File: config.mk
export PLATFORM = sky130hd
export DESIGN_NAME = bmse_front_flat
export DESIGN_NICKNAME = d
export VERILOG_FILES = /design/src/rtl/bmse_pkg.sv /design/src/rtl/bmse_if.sv /design/src/rtl/bmse_front.sv /design/src/flat_wrapper.sv
export SDC_FILE = /design/constraint.sdc
export NUM_CORES = 1
export LEC_CHECK = 0
export ABC_CLOCK_PERIOD_IN_PS = 3400
export BUFFER_PORTS_ARGS = -buffer_cell sky130_fd_sc_hd__buf_2
export CAP_MARGIN = 20
export CORE_ASPECT_RATIO = 0.7
export CORE_MARGIN = 2
export CORE_UTILIZATION = 51
export CTS_BUF_LIST = sky130_fd_sc_hd__clkbuf_8
export DETAILED_ROUTE_END_ITERATION = 8
export PLACE_DENSITY = 0.88
export SLEW_MARGIN = 40
export SYNTH_ARGS = -nofsm -noshare
export SYNTH_HDL_FRONTEND = slang
export SYNTH_SLANG_ARGS = --single-unit
File: constraint.sdc
create_clock -name clk -period 3.4 [get_ports clk]
set_input_delay 0.34 -clock clk [delete_from_list [all_inputs] [get_ports clk]]
set_output_delay 0.34 -clock clk [all_outputs]
set_load 0.02 [all_outputs]
File: src/rtl/bmse_pkg.sv
package bmse_pkg;

  typedef enum logic [2:0] {
    REQ_WRITE = 3'd0,
    REQ_READ  = 3'd1,
    REQ_ROW   = 3'd2,
    REQ_COL   = 3'd3,
    REQ_FIND  = 3'd4
  } req_type_t;

  localparam logic [1:0] ST_OK       = 2'd0;
  localparam logic [1:0] ST_RANGE    = 2'd1;
  localparam logic [1:0] ST_NOTFOUND = 2'd2;

  localparam logic [0:0] REG_ROWS = 1'b0;
  localparam logic [0:0] REG_COLS = 1'b1;

  // classified command handed from front to back
  typedef enum logic [2:0] {
    CMD_WRITE,
    CMD_READ,
    CMD_ROW,
    CMD_COL,
    CMD_FIND,
    CMD_ERROR
  } cmd_op_t;

  typedef struct packed {
    cmd_op_t     op;
    logic [7:0]  row;
    logic [7:0]  col;
    logic [31:0] value;
    logic [8:0]  nr;
    logic [8:0]  nc;
  } cmd_t;

  typedef struct packed {
    logic [1:0]  status;
    logic [31:0] data_value;
    logic [3:0]  out_row;
    logic [3:0]  out_col;
    logic        last;
  } res_t;

  function automatic logic is_nan(input logic [31:0] b);
    return (b[30:23] == 8'hFF) && (b[22:0] != 23'd0);
  endfunction

  function automatic logic float_equal(input logic [31:0] a, input logic [31:0] b);
    if (is_nan(a) || is_nan(b)) return 1'b0;
    if ((a[30:0] == 31'd0) && (b[30:0] == 31'd0)) return 1'b1;
    return a == b;
  endfunction

endpackage

File: src/rtl/bmse_if.sv
interface bmse_req_if;
  logic       valid;
  logic       ready;
  logic [2:0] req_type;
  logic [7:0] row_index;
  logic [7:0] col_index;
  logic [31:0] value;
  modport source (output valid, req_type, row_index, col_index, value, input ready);
  modport sink (input valid, req_type, row_index, col_index, value, output ready);
endinterface


File: src/rtl/bmse_front.sv
module bmse_front #(
  parameter int MAX_ROWS = 16,
  parameter int MAX_COLS = 16
) (
  input  logic          clk,
  input  logic          rst,
  input  logic          cfg_we,
  input  logic          cfg_index,
  input  logic [4:0]    cfg_data,
  bmse_req_if.sink      req,
  output logic          cmd_valid,
  input  logic          cmd_ready,
  output bmse_pkg::cmd_t cmd
);
  import bmse_pkg::*;

  localparam logic [8:0] MaxR = 9'(MAX_ROWS);
  localparam logic [8:0] MaxC = 9'(MAX_COLS);

  logic [4:0] rows_in_use;
  logic [4:0] cols_in_use;
  logic [8:0] nr;
  logic [8:0] nc;
  logic       known;
  cmd_t       cls;

  // configuration registers
  always_ff @(posedge clk) begin
    if (rst) begin
      rows_in_use <= 5'd16;
      cols_in_use <= 5'd16;
    end else if (cfg_we) begin
      if (cfg_index == REG_ROWS) rows_in_use <= cfg_data;
      else cols_in_use <= cfg_data;
    end
  end

  assign nr = (9'(rows_in_use) > MaxR) ? MaxR : 9'(rows_in_use);
  assign nc = (9'(cols_in_use) > MaxC) ? MaxC : 9'(cols_in_use);

  // classify request
  always_comb begin
    cls.row   = req.row_index;
    cls.col   = req.col_index;
    cls.value = req.value;
    cls.nr    = nr;
    cls.nc    = nc;
    cls.op    = CMD_ERROR;
    known     = 1'b1;
    unique case (req.req_type)
      REQ_WRITE, REQ_READ: begin
        if (9'(req.row_index) >= nr || 9'(req.col_index) >= nc) cls.op = CMD_ERROR;
        else cls.op = (req.req_type == REQ_WRITE) ? CMD_WRITE : CMD_READ;
      end
      REQ_ROW: cls.op = (9'(req.row_index) >= nr || nc == 9'd0) ? CMD_ERROR : CMD_ROW;
      REQ_COL: cls.op = (9'(req.col_index) >= nc || nr == 9'd0) ? CMD_ERROR : CMD_COL;
      REQ_FIND: cls.op = CMD_FIND;
      default: known = 1'b0;
    endcase
  end

  // single-entry queue between front and back
  assign req.ready = !rst && (!cmd_valid || cmd_ready);

  always_ff @(posedge clk) begin
    if (rst) begin
      cmd_valid <= 1'b0;
    end else if (req.ready) begin
      cmd_valid <= req.valid && known;
    end
    if (req.ready && req.valid) cmd <= cls;
  end

endmodule

File: src/flat_wrapper.sv
// flat-port wrapper written by rule: the top's interface ports become plain ports
module bmse_front_flat import bmse_pkg::*;
#(
  parameter int MAX_ROWS = 16,
  parameter int MAX_COLS = 16
)
  (clk, rst, cfg_we, cfg_index, cfg_data, cmd_valid, cmd_ready, cmd, req_valid, req_req_type, req_row_index, req_col_index, req_value, req_ready);
  bmse_req_if req_i ();
  input  logic clk;
  input  logic rst;
  input  logic cfg_we;
  input  logic cfg_index;
  input  logic [4:0] cfg_data;
  output logic cmd_valid;
  input  logic cmd_ready;
  output bmse_pkg::cmd_t cmd;
  input wire logic [$bits(req_i.valid)-1:0] req_valid;
  input wire logic [$bits(req_i.req_type)-1:0] req_req_type;
  input wire logic [$bits(req_i.row_index)-1:0] req_row_index;
  input wire logic [$bits(req_i.col_index)-1:0] req_col_index;
  input wire logic [$bits(req_i.value)-1:0] req_value;
  output wire logic [$bits(req_i.ready)-1:0] req_ready;
  assign req_i.valid = req_valid;
  assign req_i.req_type = req_req_type;
  assign req_i.row_index = req_row_index;
  assign req_i.col_index = req_col_index;
  assign req_i.value = req_value;
  assign req_ready = req_i.ready;
  bmse_front #(.MAX_ROWS(MAX_ROWS), .MAX_COLS(MAX_COLS)) u_core (.clk(clk), .rst(rst), .cfg_we(cfg_we), .cfg_index(cfg_index), .cfg_data(cfg_data), .req(req_i), .cmd_valid(cmd_valid), .cmd_ready(cmd_ready), .cmd(cmd));
endmodule
== After elaboration in Yosys (flattened, before gate mapping) ==
Cells that the tools add are included.

* Flip-flop bits (word level): 80
* Logic and storage cells: 42
* Bits of input ports: 62
* Output and inout bits: 71

* Mux-type cells: 8
* Bitwise logic cells: 1
* Eq/ne operators: 4
* $lt $le $gt $ge: 4
* Reductions and logical operators: 16

{| class="wikitable"
|+ Operator list
! kind !! count
|-
| 8-bit by 9-bit greater-or-equal comparator with 1-bit output || 2
|-
| 9-bit logical NOT || 2
|-
| 3-bit one-hot mux with 4 select lines || 1
|-
| 5-bit > comparator (second input constant) || 2
|-
| 5-bit two-way mux || 2
|-
| 3-bit two-way mux || 3
|-
| 3-bit by 2-bit equality test with 1-bit output (second input constant) || 2
|-
| 5-bit OR reduction || 1
|-
| 1-bit logical OR || 4
|-
| 2-bit AND reduction || 2
|-
| 3-bit by 1-bit equality test with 1-bit output (second input constant) || 1
|-
| 3-bit equality test (second input constant) || 1
|-
| 1-bit logical AND || 3
|-
| 3-bit logical NOT || 1
|-
| 1-bit logical NOT || 2
|-
| 1-bit two-way mux || 2
|-
| 2-bit OR reduction || 1
|-
| 1-bit NOT || 1
|}

== Depth between registers and ports, before layout ==
* Depth in word-level cells: 6
* Depth in mapped cells: 8
* Mapped depth without buffers: 8

== Worst setup path after synthesis ==
Ideal clock, no wire load.

* Kind: reg2reg
* Start point: register u_core.cmd_valid
* End point: register, netlist name u_core.cmd[0]
* Path buffers: 0
* Clock period less this slack: 2.773 ns
* Arrival: 2.348 ns
* Path slack: 0.627 ns
* Library setup time: 0.425 ns
* Stages on the path, launching flop included: 4
* Path through: dfxtp_1 nor2b_1 nor2_1 and2_1

* Word-level cells in the longest chain between the ends: 4

{| class="wikitable"
|+ Ends and longest elaborated chain
! item !! line !! text
|-
| start, declared || bmse_front.sv:11 || <nowiki>output logic cmd_valid,</nowiki>
|-
| start signal, assigned || bmse_front.sv:69 || <nowiki>cmd_valid <= req.valid && known;</nowiki>
|-
| 1-bit logical NOT || bmse_front.sv:63 || <nowiki>assign req.ready = !rst && (!cmd_valid || cmd_ready);</nowiki>
|-
| 1-bit logical OR || bmse_front.sv:63 ||
|-
| 1-bit logical AND || bmse_front.sv:63 ||
|-
| via req_ready || flat_wrapper.sv:22 || <nowiki>output wire logic [$bits(req_i.ready)-1:0] req_ready;</nowiki>
|-
| 1-bit logical AND || bmse_front.sv:71 || <nowiki>if (req.ready && req.valid) cmd <= cls;</nowiki>
|}

The timed path passes the listed nets, and every way through them passes these cells.
A chain may end at the register's enable or synchronous reset.

==> flow_results.xml <==
<?xml version="1.0" encoding="UTF-8"?>
<metrics>
  <group name="global_route">
    <metric name="gr-max-usage-layer" unit="">met2</metric>
    <metric name="wire_length_of_the_first_global_routing_pass" unit="um">8286</metric>
    <metric name="track_usage" unit="">0.1901</metric>
    <metric name="antenna_found_initial" unit="">0</metric>
    <metric name="grt_overflow_total" unit="">0</metric>
    <metric name="grt_start_max_net_pins" unit="">33</metric>
    <metric name="grt.met1_usage" unit="">0.2110</metric>
    <metric name="first_global_vias" unit="">1744</metric>
    <metric name="met2_usage" unit="">0.3343</metric>
    <metric name="groute.layer.met3.usage" unit="">0.06860</metric>
  </group>
  <group name="sta">
    <metric name="unrepaired_setup_endpoints_after_global_routing" unit="">no</metric>
    <metric name="fin_worst_skew" unit="ns">0.005894</metric>
    <metric name="fin_crit" unit="ns">1.940</metric>
    <metric name="timing.final.setup_violations" unit="">0</metric>
    <metric name="fin_crit_sh" unit="">0.5705</metric>
    <metric name="hold_viol" unit="">0</metric>
    <metric name="fmaxAchievable" unit="GHz">0.5156</metric>
    <metric name="maxSlewHeadroom" unit="">0.5343</metric>
    <metric name="timing_worst_slew_pin_value" unit="ns">0.6985</metric>
    <metric name="fin_tns_setup" unit="ns">0</metric>
    <metric name="final-max-slew-violation-count" unit="">0</metric>
  </group>
  <group name="synthesis">
    <metric name="synth.cell_area" unit="mm2">0.002703</metric>
    <metric name="synth_largest_type_area_fraction" unit="">0.6778</metric>
    <metric name="synth.distinct_cells" unit="">27</metric>
    <metric name="post_synth_main_area_contributors" unit="">sky130_fd_sc_hd__edfxtp_1 68%, sky130_fd_sc_hd__dfxtp_1 8.1%, sky130_fd_sc_hd__ha_1 4.6%</metric>
    <metric name="ys_async_sr_fraction" unit="">0</metric>
    <metric name="synth_sequential_area_ratio" unit="">0.7593</metric>
    <metric name="number_of_flip_flops_and_latches_in_the_synthesized_netlist" unit="">72</metric>
    <metric name="yosys.area.top_type" unit="">sky130_fd_sc_hd__edfxtp_1</metric>
    <metric name="postSynth.topFlopCell" unit="">sky130_fd_sc_hd__edfxtp_1</metric>
    <metric name="synth_top_family_by_area" unit="">simple AND/OR/NAND/NOR gates</metric>
    <metric name="synth.area.mux_share" unit="">0.01481</metric>
    <metric name="synth_compound_area_frac" unit="">0.05509</metric>
    <metric name="ys.warnings.count" unit="">0</metric>
    <metric name="post_synth_inst_count" unit="">173</metric>
    <metric name="post_synth_fa_ha_maj_area_fraction" unit="">0.04630</metric>
    <metric name="yosys.area_share.simple" unit="">0.08009</metric>
    <metric name="synth.avg_cell_area" unit="um2">15.62</metric>
    <metric name="post_synth_xor_area_fraction" unit="">0</metric>
    <metric name="post_synth_edffs" unit="">61</metric>
  </group>
  <group name="critical_path">
    <metric name="endpoint_kind" unit="">flop</metric>
    <metric name="startpoint_type" unit="">flop</metric>
    <metric name="cp_slowest_stage_delay" unit="ns">0.53</metric>
    <metric name="worstSetupStartpoint" unit="">u_core.cols_in_use[4]</metric>
    <metric name="path_class" unit="">reg2reg</metric>
    <metric name="r2r-start" unit="">u_core.cols_in_use[4]</metric>
    <metric name="worstPathArrival" unit="ns">2.03</metric>
    <metric name="crit_family" unit="">simple AND/OR/NAND/NOR gates</metric>
    <metric name="critPathSlowestCell" unit="">sky130_fd_sc_hd__or4_4</metric>
    <metric name="timing.critical_path.buf_inv" unit="">1</metric>
    <metric name="worstPathMaxFanout" unit="">5</metric>
    <metric name="critPathRequiredTime" unit="ns">3.49</metric>
    <metric name="crit_chain" unit="">inv_1 -&gt; ha_1 -&gt; or4_4 -&gt; a21oi_2 -&gt; o21ai_2 -&gt; nor4_2 -&gt; nor2_1</metric>
  </group>
  <group name="min_path">
    <metric name="hold_path.class" unit="">in2reg</metric>
    <metric name="min_from" unit="">req_value[28]</metric>
  </group>
  <group name="die">
    <metric name="num_rows" unit="">22</metric>
    <metric name="placeableCoreArea" unit="mm2">0.005175</metric>
    <metric name="start_util" unit="">0.5222</metric>
    <metric name="die_area" unit="mm2">0.005907</metric>
    <metric name="num_io_pins" unit="">133</metric>
    <metric name="fp.dieW" unit="um">91.01</metric>
    <metric name="die_height" unit="um">64.91</metric>
  </group>
  <group name="place">
    <metric name="post_dp_cell_area" unit="mm2">0.003386</metric>
    <metric name="routabilityCongestion" unit="">0.7512</metric>
    <metric name="dpl.hpwl" unit="um">4139</metric>
    <metric name="buffer_ports.inserted" unit="">124</metric>
  </group>
  <group name="clock_network">
    <metric name="clk_pin_slew_worst_paths" unit="ns">0.08</metric>
    <metric name="clockBufferDepth" unit="">2</metric>
    <metric name="worstSkewPairLatency" unit="ns">0.34</metric>
    <metric name="post-cts-setup-buffers" unit="">0</metric>
    <metric name="cts.repair.resized" unit="">0</metric>
    <metric name="clock_sinks" unit="">72</metric>
    <metric name="cts_tree" unit="">built</metric>
    <metric name="cts-htree-levels" unit="">3</metric>
    <metric name="count_of_hold_fix_buffers_inserted_at_cts" unit="">0</metric>
    <metric name="root_buf_cell" unit="">sky130_fd_sc_hd__clkbuf_8</metric>
    <metric name="tritoncts.num_buffers" unit="">9</metric>
  </group>
  <group name="cells_and_area">
    <metric name="flow.area_growth_from_synthesis" unit="%">33.47</metric>
    <metric name="fillers" unit="">385</metric>
    <metric name="total_inserted_antenna_cells" unit="">0</metric>
    <metric name="final_design_area_no_fill" unit="mm2">0.003607</metric>
    <metric name="count_of_nets_after_finishing" unit="">376</metric>
    <metric name="final_cell_mix" unit="">124 x sky130_fd_sc_hd__buf_2, 61 x sky130_fd_sc_hd__edfxtp_1, 14 x sky130_fd_sc_hd__nand2_1</metric>
    <metric name="layout.cells.most_common" unit="">sky130_fd_sc_hd__buf_2</metric>
    <metric name="layout_cell_share_with_drive_strength_beyond_1" unit="">0.4822</metric>
  </group>
  <group name="job">
    <metric name="maxCapViolCount" unit="">0</metric>
  </group>
  <group name="route">
    <metric name="post_drt_via_cell_ratio" unit="">4.745</metric>
    <metric name="vias" unit="">1808</metric>
    <metric name="route.antenna.remaining_nets" unit="">0</metric>
    <metric name="drtIter0Drc" unit="">62</metric>
    <metric name="route.detailed.drc" unit="">0</metric>
    <metric name="drt_pre_antenna_iters" unit="">5</metric>
    <metric name="post_drt_wl_per_cell" unit="um">14.09</metric>
    <metric name="postRouteWirelength" unit="um">5369</metric>
  </group>
  <group name="pwr">
    <metric name="ir_drop" unit="V">0.0002591</metric>
    <metric name="total_power_density_per_cell_area" unit="mW/mm2">530.1</metric>
    <metric name="cellLeakagePower" unit="uW">0.001604</metric>
  </group>
  <group name="run_status">
    <metric name="status" unit="">finished, final reports clean</metric>
  </group>
</metrics>
## area by class of cell
cell class,instances,area (um2),share of cell area
Tap cell,72,90.09,0.02497
Timing Repair Buffer,125,640.6,0.1776
Multi-Input combinational cell,85,561.8,0.1557
Clock inverter,7,97.59,0.02706
Inverter,11,41.29,0.01145
Clock buffer,9,123.9,0.03434
Sequential cell,72,2052,0.5689
## synth_stat cells (2+ instances only)
master	number
sky130_fd_sc_hd__ha_1	10
sky130_fd_sc_hd__a31oi_1	2
sky130_fd_sc_hd__a21oi_2	2
sky130_fd_sc_hd__nor4_1	2
sky130_fd_sc_hd__edfxtp_1	61
sky130_fd_sc_hd__dfxtp_1	11
sky130_fd_sc_hd__a21oi_1	6
sky130_fd_sc_hd__o21ai_0	2
sky130_fd_sc_hd__mux2i_1	4
sky130_fd_sc_hd__nand3_1	4
sky130_fd_sc_hd__a211o_1	3
sky130_fd_sc_hd__o21ai_2	2
sky130_fd_sc_hd__buf_4	8
sky130_fd_sc_hd__clkbuf_1	4
sky130_fd_sc_hd__a21o_1	2
sky130_fd_sc_hd__nor2b_1	3
sky130_fd_sc_hd__nor2_1	9
sky130_fd_sc_hd__nand2b_1	5
sky130_fd_sc_hd__nand2_1	14
sky130_fd_sc_hd__inv_1	11
sky130_fd_sc_hd__or4_4	2
## worst paths after layout
kind / slack [ns] / endpoint / cells after the start
min: 0.17 / u_core.cmd[46] / 1
max: 1.46 / u_core.cmd[68] / 7
max reg2reg: 1.46 / u_core.cmd[68] / 7
min reg2reg: 0.47 / u_core.cmd[13] / 0
## stage by stage
stage	cells	utilization	hold slack [ns]	total power, uW	setup slack (ns)
after floorplan	180	-	0.4389	1136	0.6273
after CTS	381	0.6971	0.1570	1935	1.446
final	381	0.6971	0.1723	1912	1.460
after global placement	365	0.6543	0.4362	1205	1.498
after detailed placement	365	0.6543	0.4452	1211	1.449
after global routing	381	0.6971	0.1481	1987	1.305
## per-layer routing
layer | vias to the layer above | part of all wire | wire length, um
met3 | 9 | 0.076 | 410
met1 | 838 | 0.40 | 2134
met5 | - | 0 | 0
li1 | 876 | - | -
met4 | 0 | 0.018 | 97
met2 | 85 | 0.51 | 2725
## flip-flops by register name, summed over array words and instances (netlist names)
| register | flops |
|---|---|
| u_core.cmd | 61 |
| u_core.cols_in_use | 5 |
| u_core.cmd_valid | 1 |
| u_core.rows_in_use | 5 |
## worst reg2reg max path, stage by stage, from the launching register on
cell and delay [ns]:
sky130_fd_sc_hd__dfxtp_1 0.37, sky130_fd_sc_hd__inv_1 0.11, sky130_fd_sc_hd__ha_1 0.19, sky130_fd_sc_hd__or4_4 0.53
sky130_fd_sc_hd__a21oi_2 0.13, sky130_fd_sc_hd__o21ai_2 0.09, sky130_fd_sc_hd__nor4_2 0.22, sky130_fd_sc_hd__nor2_1 0.07
## power by group
part	leakage, uW	total, uW	internal [uW]	switching [uW]
registers	0.000663	1010	999	12.0
logic	0.000831	180	67.2	113
clock network	0.000111	721	414	308
## cells by family after synthesis
| logic type | after synthesis |
|---|---|
| simple gates | 42 |
| mux | 4 |
| compound gates | 21 |
| buf+inv | 23 |
| other cells | 1 |
| fa+ha+maj | 10 |
| flops | 72 |
Note: power is estimated with default switching activity, not from simulation.
